**src/hw/rtl/svapr_pkg.sv**
```systemverilog
// Shared constants, operation codes and control types for the servo and audio receiver.
package svapr_pkg;

  // Operation codes carried by the operation field.
  localparam logic [2:0] OP_SERVO = 3'd0;
  localparam logic [2:0] OP_AUDIO_START = 3'd1;
  localparam logic [2:0] OP_FRAGMENT = 3'd2;
  localparam logic [2:0] OP_PLAY = 3'd3;
  localparam logic [2:0] OP_TICK = 3'd4;

  // Status codes reported with every result.
  localparam logic [1:0] STATUS_OK = 2'd0;
  localparam logic [1:0] STATUS_DROPPED = 2'd1;
  localparam logic [1:0] STATUS_REFUSED = 2'd2;

  // Bytes per fragment slot in the sample store.
  localparam int unsigned CHUNK_BYTES = 200;

  // Servo mapping: pulse = 500 + (angle + 90) * 2000 / 180.
  localparam logic signed [15:0] ANGLE_MIN = -16'sd90;
  localparam logic signed [15:0] ANGLE_MAX = 16'sd90;
  localparam logic [11:0] PULSE_MIN = 12'd500;
  localparam logic [11:0] PULSE_CENTER = 12'd1500;
  // Ceiling of 100 * 2^24 / 9; exact truncating divide for offsets 0..180.
  localparam logic [27:0] PULSE_RECIP = 28'd186413512;
  localparam int unsigned PULSE_SHIFT = 24;

  localparam logic [7:0] DUTY_IDLE = 8'd128;
  localparam logic [16:0] LIMIT_RESET = 17'd40000;

  // Commands from the controller to the datapath.
  typedef struct packed {
    logic capture;
    logic execute;
    logic load_duty;
    logic load_out;
  } svapr_cmd_t;

  // Status from the datapath to the controller.
  typedef struct packed {
    logic sample_fetch;
  } svapr_stat_t;

endpackage

```
**src/hw/rtl/svapr_ctrl.sv**
```systemverilog
// Controller state machine that sequences each item through the datapath.
module svapr_ctrl
  import svapr_pkg::*;
(
  input  logic        clk,
  input  logic        rst,
  input  logic        in_valid,
  output logic        in_ready,
  output logic        out_valid,
  input  logic        out_ready,
  input  svapr_stat_t stat,
  output svapr_cmd_t  cmd
);

  localparam logic [1:0] S_IDLE = 2'd0;
  localparam logic [1:0] S_EXEC = 2'd1;
  localparam logic [1:0] S_FETCH = 2'd2;
  localparam logic [1:0] S_DONE = 2'd3;

  logic [1:0] state;
  logic [1:0] state_next;
  logic       out_valid_next;

  // Commands follow directly from the state and the handshake signals.
  always_comb begin
    in_ready = (state == S_IDLE);
    cmd.capture = in_valid && (state == S_IDLE);
    cmd.execute = (state == S_EXEC);
    cmd.load_duty = (state == S_FETCH);
    cmd.load_out = (state == S_DONE) && (!out_valid || out_ready);
  end

  // Next state: a tick that plays a sample passes through the fetch state for the store read.
  always_comb begin
    state_next = state;
    case (state)
      S_IDLE: begin
        if (in_valid) state_next = S_EXEC;
      end
      S_EXEC: begin
        state_next = stat.sample_fetch ? S_FETCH : S_DONE;
      end
      S_FETCH: begin
        state_next = S_DONE;
      end
      S_DONE: begin
        if (!out_valid || out_ready) state_next = S_IDLE;
      end
      default: begin
        state_next = S_IDLE;
      end
    endcase
  end

  // The output register is full from its load until the item is taken.
  always_comb begin
    out_valid_next = out_valid;
    if (cmd.load_out) begin
      out_valid_next = 1'b1;
    end else if (out_ready) begin
      out_valid_next = 1'b0;
    end
  end

  always_ff @(posedge clk) begin
    if (rst) begin
      state <= S_IDLE;
      out_valid <= 1'b0;
    end else begin
      state <= state_next;
      out_valid <= out_valid_next;
    end
  end

`ifndef SYNTHESIS
  // An accepted item always goes straight to execution.
  a_accept_exec: assert property (@(posedge clk) disable iff (rst)
    (in_valid && in_ready) |=> (state == S_EXEC))
    else $error("accepted item did not enter execution");

  // Execution of a playing tick always enters the store read.
  a_fetch_order: assert property (@(posedge clk) disable iff (rst)
    (state == S_EXEC && stat.sample_fetch) |=> (state == S_FETCH))
    else $error("sample fetch skipped");

  // A finished item waits while the previous result is still held.
  a_done_holds: assert property (@(posedge clk) disable iff (rst)
    (state == S_DONE && out_valid && !out_ready) |=> (state == S_DONE))
    else $error("result overwritten before it was taken");

  // The fetch state is always followed by the done state.
  a_fetch_once: assert property (@(posedge clk) disable iff (rst)
    (state == S_FETCH) |=> (state == S_DONE))
    else $error("fetch state did not finish");
`endif

endmodule

```
**config.mk**
```make
export PLATFORM = sky130hd
export DESIGN_NAME = svapr_ctrl
export DESIGN_NICKNAME = d
export VERILOG_FILES = /design/src/hw/rtl/svapr_pkg.sv /design/src/hw/rtl/svapr_ctrl.sv
export SDC_FILE = /design/constraint.sdc
export NUM_CORES = 1
export LEC_CHECK = 0
export ABC_AREA = 1
export BUFFER_PORTS_ARGS = -buffer_cell sky130_fd_sc_hd__buf_2
export CAP_MARGIN = 30
export CORE_AREA = 2 2 39 41
export CTS_CLUSTER_SIZE = 25
export DETAILED_ROUTE_END_ITERATION = 10
export DIE_AREA = 0 0 41 43
export SLEW_MARGIN = 40
export SYNTH_ARGS = -nofsm -noshare
export SYNTH_HDL_FRONTEND = slang
export SYNTH_SLANG_ARGS = --single-unit
```
**constraint.sdc**
```tcl
create_clock -name clk -period 1.3 [get_ports clk]
set_input_delay 0.26 -clock clk [delete_from_list [all_inputs] [get_ports clk]]
set_output_delay 0.26 -clock clk [all_outputs]
set_load 0.02 [all_outputs]
```
==> impl_metrics.ini <==
[cells_and_area]
final_cell_mix = nand2_1, buf_2, inv_1, buf_4
insertedDiodeCount = 0
syn_to_final_growth_pct = 77.7
fillCellCount = 154
drive_gt1_share_pct = 63.8
fin_nets = 57
finish.utilization_pct = 29.6
fin_area_um2 = 409

[worst_setup_path]
worstSetupPathType = flop to output port
cp_max_fo = 3
cp_cell_sequence = buf_4 > ha_2 > buf_6
cpPeakStageDelay_ns = 0.35
cpMaxStageDelayCell = dfxtp_4
worstPathArrival_ns = 1.03
end_kind = output port
worstPathRequired_ns = 1.04
timing.rr.start = state[0]
crit_start = state[0]
start_kind = flop

[timing]
maxSlewViolCount = 0
fin_skew_ns = 0.00266
grt_setup_unrepaired = yes
fin_crit_sh_pct = 99.2
setup_viol = 0
clock.fmax_ghz = 0.775
max_slew_margin_pct = 89.7
min_period_ns = 1.29
worstMarginPinSlew_ns = 0.154
hold_viol_final = 0
holdWs_ns = 0.212

[detailed_routing]
drc = 0
viasPerCell = 3.63
ant_nets = 0
vias = 229
wl_um = 417
drt_first_pass_iters = 4
drtIter0Drc = 2
avgRoutedWirePerCell_um = 6.62

[hold_path]
min_path_type = input port to flop
min_from = rst

[clock_network]
clockBufferDepth = 2
clkLatencyLatePin_ns = 0.23
numCtsBuffers = 3
clk_pin_slew_ns = 0.04
cts_tree = built
clock-sinks = 3
cts_root_buf = clkbuf_4
holdBufCountCts = 0
htreeDepth = 1

[synth]
ys_types = 10
synth_area_leaders = dfxtp_1, ha_1, inv_1, nand2_1, a21oi_1
syn_nets = 40
synthCells = 31
synth_top_cell_by_area = dfxtp_1
synth_area_um2 = 230
ys_seq_area_share_pct = 26.1
yosysTopAreaCellShare_pct = 26.1
synth-seq-cells = 3
synth_warnings = 0
synth_area_per_cell_um2 = 7.43

[pwr]
vdd_drop_max_uv = 464
p_leak_nw = 0.196
p_total_mw = 0.954
powerDensity_nw_per_um2 = 2330

[global_route]
antenna_found_initial = 0
grt_pass1_wl_um = 738
grt_max_degree = 5
grt_usage_pct = 6.51
grt_pass1_vias = 219
grt-ovfl-total = 0

[floorplan]
dieWidth_um = 41
core-area_um2 = 1380
ios = 11
rows = 14
start_util_pct = 16.6
dieHeight_um = 43
die_area_um2 = 1760

[placement]
dp_hpwl_um = 352
gp_congestion = 0.655
place_area_um2 = 300
port_buffers = 10

[outcome]
status = complete, no violations

[job]
cap_violations = 0
## sequential cells by signal, summed over array words and instances (netlist names)
register,count
state,2
out_valid,1
## logic make-up after synthesis
logic type               share of synthesized area (%)
adder cells (fa/ha/maj)                           21.7
flip-flops                                        26.1
AO/OA/AOI/OAI                                     15.2
buffers and inverters                             14.7
AND/OR/NAND/NOR                                   22.3
## worst paths after layout
kind               endpoint  cells past startpoint  slack (ns)
setup / recovery     cmd[2]                      3        0.01
hold / removal     state[0]                      2        0.21
setup reg to reg   state[0]                      6        0.27
hold reg to reg   out_valid                      2        0.51
## through the flow
stage | setup slack (ns) | cells | TNS (ns)
2_1_floorplan | 0.0982 | 31 | 0
3_3_place_gp | 0.129 | 57 | 0
3_5_place_dp | 0.119 | 57 | 0
4_1_cts | -0.00340 | 63 | -0.00590
5_1_grt | -0.0198 | 63 | -0.0438
6_report | 0.0101 | 63 | 0
## cell usage after synthesis
cell      count
nand3_2       1
a21oi_2       1
buf_4         1
nand3_1       3
o21bai_2      1
inv_1         7
nand2_1       7
a21oi_1       3
ha_1          4
dfxtp_1       3
## area by class of cell
class,instances,area (µm²),area share (%)
Clock buffer,4,26.3,6.42
Timing Repair Buffer,13,93.8,22.9
Tap cell,16,20.0,4.89
Sequential cell,3,67.6,16.5
Inverter,7,28.8,7.03
Multi-Input combinational cell,20,173,42.2
## worst max-delay path: cells and delay by family, from the launching register on
| family | cells | cell delay [ns] |
|---|---|---|
| adder cells (fa/ha/maj) | 1 | 0.18 |
| flip-flops | 1 | 0.35 |
| buffers and inverters | 2 | 0.27 |
## routing by layer
metal / up-vias / share of wire (%) / global-route usage, %
met3: 0 / 3.8 / 4.71
met5: - / 0 / 0
li1: 128 / - / -
met1: 99 / 40 / 6.07
met2: 2 / 56 / 9.69
met4: 0 / 0 / 4.00
## timing repair
action                                  CTS  global route
pin swaps                                 2             1
gates cloned                              0             0
gates resized for setup                  18             5
endpoints found under the setup margin    4             4
buffers inserted                          2             0
## power breakdown
| group | internal [mW] | switching (mW) |
|---|---|---|
| clock | 0.115 | 0.0423 |
| combinational | 0.301 | 0.302 |
| sequential | 0.145 | 0.0494 |
(Power assumes the default switching activity.)
